==> config.mk <==
export PLATFORM = sky130hd
export DESIGN_NAME = pza_ram
export DESIGN_NICKNAME = d
export VERILOG_FILES = /design/src/rtl/core/pza_ram.sv
export SDC_FILE = /design/constraint.sdc
export NUM_CORES = 1
export LEC_CHECK = 0
export BUFFER_PORTS_ARGS = -buffer_cell sky130_fd_sc_hd__buf_2
export CAP_MARGIN = 10
export CORE_MARGIN = 5
export CORE_UTILIZATION = 40
export DETAILED_ROUTE_END_ITERATION = 8
export MAX_ROUTING_LAYER = met4
export RECOVER_POWER = 100
export REMOVE_ABC_BUFFERS = 1
export SYNTH_ARGS = -nofsm -noshare
export SYNTH_HDL_FRONTEND = slang
export SYNTH_SLANG_ARGS = --single-unit
export TNS_END_PERCENT = 20
==> constraint.sdc <==
create_clock -name clk -period 4.15 [get_ports clk]
set_input_delay 0.83 -clock clk [delete_from_list [all_inputs] [get_ports clk]]
set_output_delay 0.83 -clock clk [all_outputs]
set_load 0.01 [all_outputs]
==> src/rtl/core/pza_ram.sv <==
// Generic single-write, single-read RAM with registered read data.
module pza_ram #(
  parameter int W = 8,
  parameter int D = 16
) (
  input  logic                 clk,
  input  logic                 we,
  input  logic [$clog2(D)-1:0] waddr,
  input  logic [W-1:0]         wdata,
  input  logic [$clog2(D)-1:0] raddr,
  output logic [W-1:0]         rdata
);

  logic [W-1:0] mem [D];

  always_ff @(posedge clk) begin
    if (we) begin
      mem[waddr] <= wdata;
    end
    rdata <= mem[raddr];
  end

endmodule

## Yosys cells after proc, flatten, opt, wreduce, memory -nomap -nowiden

Memory sizes are Yosys's and may differ from the RTL's. A register that Yosys moved wholly into a read port is not among the register bits.
Cells that the tools add are included.
W data, S select, Z words.

| storage, ports and cells | value |
|---|---|
| register bits | 0 |
| latch bits | 0 |
| memory bits (writable) | 128 |
| bits in read-only memories | 0 |
| input bits | 18 |
| output and inout bits | 8 |
| word-level logic and storage cells | 3 |
| memories kept | 1 |

Memories:

| name | depth | width | read ports | clocked after Yosys merged registers in | wr ports | RTL line | RTL |
|---|---|---|---|---|---|---|---|
| mem | 16 | 8 | 1 | 1 | 1 | 14 | `logic [W-1:0] mem [D];` |

| operators by class | value |
|---|---|
| add/sub/neg operators | 0 |
| multiply operators | 0 |
| div/mod/pow operators | 0 |
| order comparisons | 0 |
| equality and inequality tests | 0 |
| shifts and indexed selects | 0 |
| multiplexer cells | 2 |
| bitwise gates (word level) | 0 |
| reduce and logical (&&, ||, !) cells | 0 |

Operators with widths:

| operator | number |
|---|---|
| $mux W1 | 2 |

## Logic depth before layout (Yosys ltp)

Gate-level depths: netlist of run 1.

| logic depth | value |
|---|---|
| depth in word-level cells | 2 |
| mapped depth | 5 |
| gate-level depth less buffers | 3 |

## Worst setup path before layout of run 1

OpenSTA, ideal clock, no wires.

| timing | value |
|---|---|
| path type | input to register |
| start | in waddr[2] |
| end | mem mem[0][0] (enable) |
| setup time | 0.383 ns |
| arrival time | 1.940 ns |
| required time | 3.767 ns |
| setup slack | 1.827 ns |
| stages | 2 |
| buffers on the path | 0 |
| cells stage by stage | or3b_2 > nor3_1 |

RTL lines:

| element | RTL line | RTL |
|---|---|---|
| start: declaration | 8 | `input logic [$clog2(D)-1:0] waddr,` |
| end: declaration | 14 |  |

No word-level cell before the write port.

==> reports/metrics.cfg, run 1 <==
[status]
status = finished, final reports clean

[flow_run]
maxCapViolCount = 0

[yosys]
netlist_top_cells_area = edfxtp_1 (75%), mux4_2 (7.9%), mux4_1 (7.1%)
ys.warnings.count = 0
netlist_area_um2 = 5150
ys_seq_elements = 136
synth_area_leader_cell = edfxtp_1
synth_most_common_cell = edfxtp_1
synth_top_area_share_pct = 74.7
syn_inst = 229
synth-edff-count = 128
synth_seq_area_share_pct = 77.8
yosys_most_used_dff = edfxtp_1
yosysUniqueCellTypes = 19
synth_common_cells = edfxtp_1 (128), mux4_2 (18), a22oi_1 (16), mux4_1 (14), nor2_1 (13)
syn_avg_cell_area_um2 = 22.5
ys_async_sr_fraction_pct = 0

[critical_path]
cp.required_ps = 4440
rr_worst_depth = 3
reg2reg_from = mem[1][2]
r2r_slack_ps = 2780
cp_data_arrival_time_ps = 2640
r2r_end = rdata[2]
critPathKind = in -> reg
crit_fanout = 30
crit_path_end_kind = register
worstSetupStartpointType = primary input

[placement]
dpl.hpwl_mm = 5.89
globalplace.congestion = 0.746
placement.io_buffers = 25

[clocking]
cts_tree = built
clk_pin_slew_ps = 60
cts-htree-levels = 4
worstSkewPairLatency_ps = 410
cts_made_buffers = 17
cts-resized-gates = 0
cts.sinks = 136
cts.path.max_buffers = 2
clockRootBuffer = clkbuf_16
post_cts_buffers = 0
cts_hold_buffers = 0

[die]
io_pins = 26
die-area_um2 = 15200
initial_utilization_pct = 40.8
fp.dieH_um = 123
core_area_um2 = 12600
die_w_um = 123
core.rowCount = 41

[timing]
fin_crit_sh_pct = 56.6
finalHoldViolCount = 0
layout_min_cycle_time_ps = 2350
rsz0062_at_grt = false
slew_viol_final = 0
skew_ps = 5.48
finalSetupViolations = 0
fmax_mhz = 426
worstMarginPinSlew_ps = 972
fin_setup_tns_ps = 0
max_slew_margin_pct = 35.2

[routing]
wirelength_met1_mm = 4.08
wirelength_mm = 9.20
met2WireLength_mm = 4.62
top_layer_used = met4
first_pass_iters = 4
via_count = 2331
drc = 0
drtAntennaViolNets = 0
wire_per_inst_um = 20.3
wl_met3_um = 356
vias_per_cell = 5.15
first_iter_violations = 261

[global_route]
grt_max_degree = 33
antenna_found_initial = 0
grt.overflow.total = 0
grt_pass1_wl_mm = 14.3
grt_pass1_vias = 2482
grt_util_all_layers_pct = 13.8

[worst_hold_path]
worstHoldPathCells = 3
hold_path.class = reg -> reg
whs_endpoint = rdata[2]
holdCritStartpoint = mem[12][2]

[power]
vdd_drop_max_v = 0.000290
p_leak_nw = 1.95
powerDensity_nw_per_um2 = 544

[layout]
post-route-util_pct = 47.9
num-fill-cells = 1061
syn_to_final_growth_pct = 17.3
multi_input_area_um2 = 1060
nets = 286
seq_area_um2 = 4000
drive_gt1_share_pct = 19.6
num_antenna_cells = 0

## how the worst max path moves through the flow
stage               startpoint         to  slack, ps  cells after the start
finish                raddr[0]   rdata[7]       1800                      5
global route          raddr[0]   rdata[7]       1640                      5
CTS                   raddr[0]   rdata[2]       1790                      4
detailed placement    raddr[0]   rdata[2]       1350                      4
global placement      raddr[0]   rdata[7]       1340                      5
floorplan             waddr[2]  mem[0][0]       1830                      2
## layout make-up
class | count | share of cell area [%]
Sequential cell | 136 | 66.3
Multi-Input combinational cell | 83 | 17.5
Timing Repair Buffer | 30 | 1.97
Clock buffer | 19 | 7.33
Clock inverter | 13 | 3.34
Tap cell | 172 | 3.56
## cells by family after synthesis
kind of cell | after synthesis | share of synthesized area (%)
mux | 32 | 15.0
flops | 136 | 77.8
buf+inv | 10 | 1.68
simple gates | 35 | 3.18
compound gates | 16 | 2.33
## layout by cell type, fill, tap and decap left out, drive strengths merged
master,netlist,routed
nand2b,2,2
nor3,4,4
mux4,32,32
edfxtp,128,128
or3b,1,1
nand2,9,9
bufinv,0,5
buf,7,5
nor2b,1,1
dfxtp,8,8
nand3b,2,2
clkinvlp,0,3
clkbuf,0,44
a22oi,16,16
and2,1,1
nor2,13,13
nand3,1,1
and2b,1,1
clkinv,0,5
## metrics by stage
step | hold slack [ps] | instance area (um2) | power (mW) | setup slack [ps] | std cells
2_1_floorplan | 629 | 5060 | 1.64 | 1830 | 219
3_3_place_gp | 649 | 5440 | 1.71 | 1340 | 421
3_5_place_dp | 665 | 5440 | 1.71 | 1350 | 421
4_1_cts | 682 | 6080 | 3.31 | 1790 | 453
5_1_grt | 696 | 6040 | 3.39 | 1640 | 453
6_report | 675 | 6040 | 3.29 | 1800 | 453
## layer usage
metal | global-route usage (%) | vias up
met2 | 21.2 | 56
met1 | 17.5 | 1208
li1 | - | 1053
met4 | 5.81 | 0
met3 | 3.71 | 14
met5 | - | -
## registers in the layout, summed over array words and instances (netlist names)
register and flops:
rdata 8, mem 128
## where the power goes
| part | switching [mW] | leakage [nW] | internal (mW) |
|---|---|---|---|
| clock network | 0.534 | 0.309 | 1.08 |
| registers | 0.00778 | 1.22 | 1.54 |
| logic | 0.0785 | 0.418 | 0.0508 |
## critical path: stages
cell and delay (ps):
buf_2 720, clkbuf_1 290, mux4_2 520, a22oi_1 180, nand2_1 70
Power figures use the tool's default switching activity.
==> run 2, diff against run 1 <==
- clock period: 4.15 -> 1.9 ns (I/O delays scaled with it)
==> run 2 against run 1 <==
Sequential share of layout area decreased by 0.49 points. Global-route usage grew 0.58 points. Final cell count grew 3.8%. Combinational power is 130% higher. Critical path depth decreased by 1. Clock power grew 96%. Worst setup slack lost 1400 ps. Via count grew 1.9%. Largest cell class unchanged. Largest power group is now sequential cells.
==> reports/metrics.cfg, run 2 (same netlist as run 1, synthesis figures left out) <==
[layout]
seq_area_um2 = 4000  ; unchanged
num_antenna_cells = 0  ; unchanged
num-fill-cells = 1104  ; was 1061
layout_commonest_cell = edfxtp_1  ; unchanged
drive_gt1_share_pct = 19.5  ; was 19.6%
final_cell_mix = edfxtp_1 (128), clkbuf_1 (39), mux4_2 (18)  ; was edfxtp_1 (128), clkbuf_1 (26), mux4_2 (18)
largest_reg_flops = 128  ; unchanged
multi_input_area_um2 = 1060  ; unchanged
reg.largest.list = mem x128, rdata x8  ; unchanged
syn_to_final_growth_pct = 18.2  ; was 17.3%
post-route-util_pct = 48.2  ; was 47.9%
regMostFlops = mem  ; unchanged
design_area_um2 = 6080  ; was 6040 um2
nets = 304  ; was 286

[critical_path]
slowest_stage = or3b_2  ; was buf_2
cp.required_ps = 1930  ; was 4440 ps
cp_data_arrival_time_ps = 1550  ; was 2640 ps
crit_fanout = 8  ; was 30
slowest_delay_ps = 510  ; was 720 ps
path_common_cell = clkbuf_1
critPathKind = in -> reg  ; unchanged
crit_chain = clkbuf_1, or3b_2, nor2_1, clkbuf_1  ; was buf_2, clkbuf_1, mux4_2, a22oi_1, nand2_1
crit_path_end_kind = register  ; unchanged
r2r_slack_ps = 510  ; was 2780 ps
worstSetupStartpointType = primary input  ; unchanged

[clocking]
cts.path.max_buffers = 2  ; unchanged
cts-htree-levels = 4  ; unchanged
post_cts_buffers = 0  ; unchanged
cts_made_buffers = 17  ; unchanged
clk_pin_slew_ps = 50  ; was 60 ps
cts.sinks = 136  ; unchanged
worstSkewPairLatency_ps = 410  ; about the same
cts_hold_buffers = 0  ; unchanged
cts-resized-gates = 0  ; unchanged
clockRootBuffer = clkbuf_16  ; unchanged
cts_tree = built  ; unchanged

[timing]
fin_crit_sh_pct = 79.9
finalSetupViolations = 0  ; unchanged
worstMarginPinSlew_ps = 731  ; was 972 ps
max_slew_margin_pct = 51.3  ; was 35.2%
skew_ps = 11.9  ; was 5.48 ps
fin_setup_tns_ps = 0  ; unchanged
finalHoldViolCount = 0  ; unchanged
rsz0062_at_grt = false  ; unchanged
setup_slack_ps = 382  ; was 1800 ps
slew_viol_final = 0  ; unchanged
whs_ps = 508  ; was 675 ps
fmax_mhz = 659
layout_min_cycle_time_ps = 1520

[placement]
globalplace.congestion = 0.723  ; was 0.746
placed_cell_area_um2 = 5600  ; was 5440 um2
dp_slack_ps = 78.6  ; was 1350 ps
placement.io_buffers = 25  ; unchanged
dpl.hpwl_mm = 6.05  ; was 5.89 mm

[die]
core_area_um2 = 12600  ; unchanged
initial_utilization_pct = 40.8  ; unchanged
die_w_um = 123  ; unchanged
io_pins = 26  ; unchanged
core.rowCount = 41  ; unchanged
die-area_um2 = 15200  ; unchanged
fp.dieH_um = 123  ; unchanged

[routing]
wire_per_inst_um = 20.2  ; was 20.3 um
vias_per_cell = 5.05  ; was 5.15
first_iter_violations = 211  ; was 261
top_layer_used = met4  ; unchanged
first_pass_iters = 6  ; was 4
wirelength_mm = 9.52  ; was 9.20 mm
drtAntennaViolNets = 0  ; unchanged
wl_met3_um = 371  ; was 356 um
wirelength_met1_mm = 4.26  ; was 4.08 mm
met2WireLength_mm = 4.77  ; was 4.62 mm
drc = 0  ; unchanged
via_count = 2375  ; was 2331

[power]
p_leak_nw = 1.98  ; was 1.95 nW
powerDensity_nw_per_um2 = 1120  ; was 544 nW/um2
vdd_drop_max_v = 0.000573  ; was 0.000290 V

[global_route]
grt.overflow.total = 0  ; unchanged
grt_util_all_layers_pct = 14.4  ; was 13.8%
grt_pass1_vias = 2481  ; was 2482
antenna_found_initial = 0  ; unchanged
grt_pass1_wl_mm = 14.7  ; was 14.3 mm
grt_max_degree = 33  ; unchanged

[worst_hold_path]
hold_path.class = in -> reg  ; was reg -> reg

[status]
status = finished, final reports clean  ; unchanged

[flow_run]
maxCapViolCount = 0  ; unchanged

## run 2: changes by cell type in the layout (fill, tap and decap cells not counted)
cell / delta
buf_12: +2
clkinvlp_4: -2
bufinv_16: -3
buf_4: +4
clkinv_1: +1
clkbuf_8: +2
clkbuf_1: +13
## run 2: metal layers
metal  track usage (%)  vias to the layer above
met5                 -                        -
met1              18.5                     1233
li1                  -                     1085
met2              21.8                       50
met3              3.89                        7
met4              6.02                        0
## run 2: layout make-up
cell class                      count  share of cell area (%)
Clock inverter                      9                    1.65
Timing Repair Buffer               48                    3.85
Sequential cell                   136                    65.8
Clock buffer                       22                    7.79
Multi-Input combinational cell     83                    17.4
Tap cell                          172                    3.54
## run 2: final timing paths
check | from | endpoint | cells past startpoint
setup / recovery | waddr[2] | mem[2][3] | 4
hold / removal | wdata[4] | mem[7][4] | 1
setup reg to reg | mem[1][1] | rdata[1] | 3
hold reg to reg | mem[14][0] | rdata[0] | 3
## run 2: per-stage QoR
step	std cells	power, mW
final	470	6.82
after global routing	470	7.07
after CTS	470	6.90
after detailed placement	439	3.76
after global placement	439	3.75
after floorplan	219	3.57
## run 2: where the power goes
group          switching (mW)  leakage [nW]  internal, mW
clock                    1.13         0.283          2.01
sequential             0.0183          1.22          3.36
combinational           0.177         0.471         0.125
total                    1.33          1.98          5.50
## run 2: critical path, delay by kind of cell
kind,cells,cell delay [ps]
buffers and inverters,2,550
and+or+nand+nor,2,620
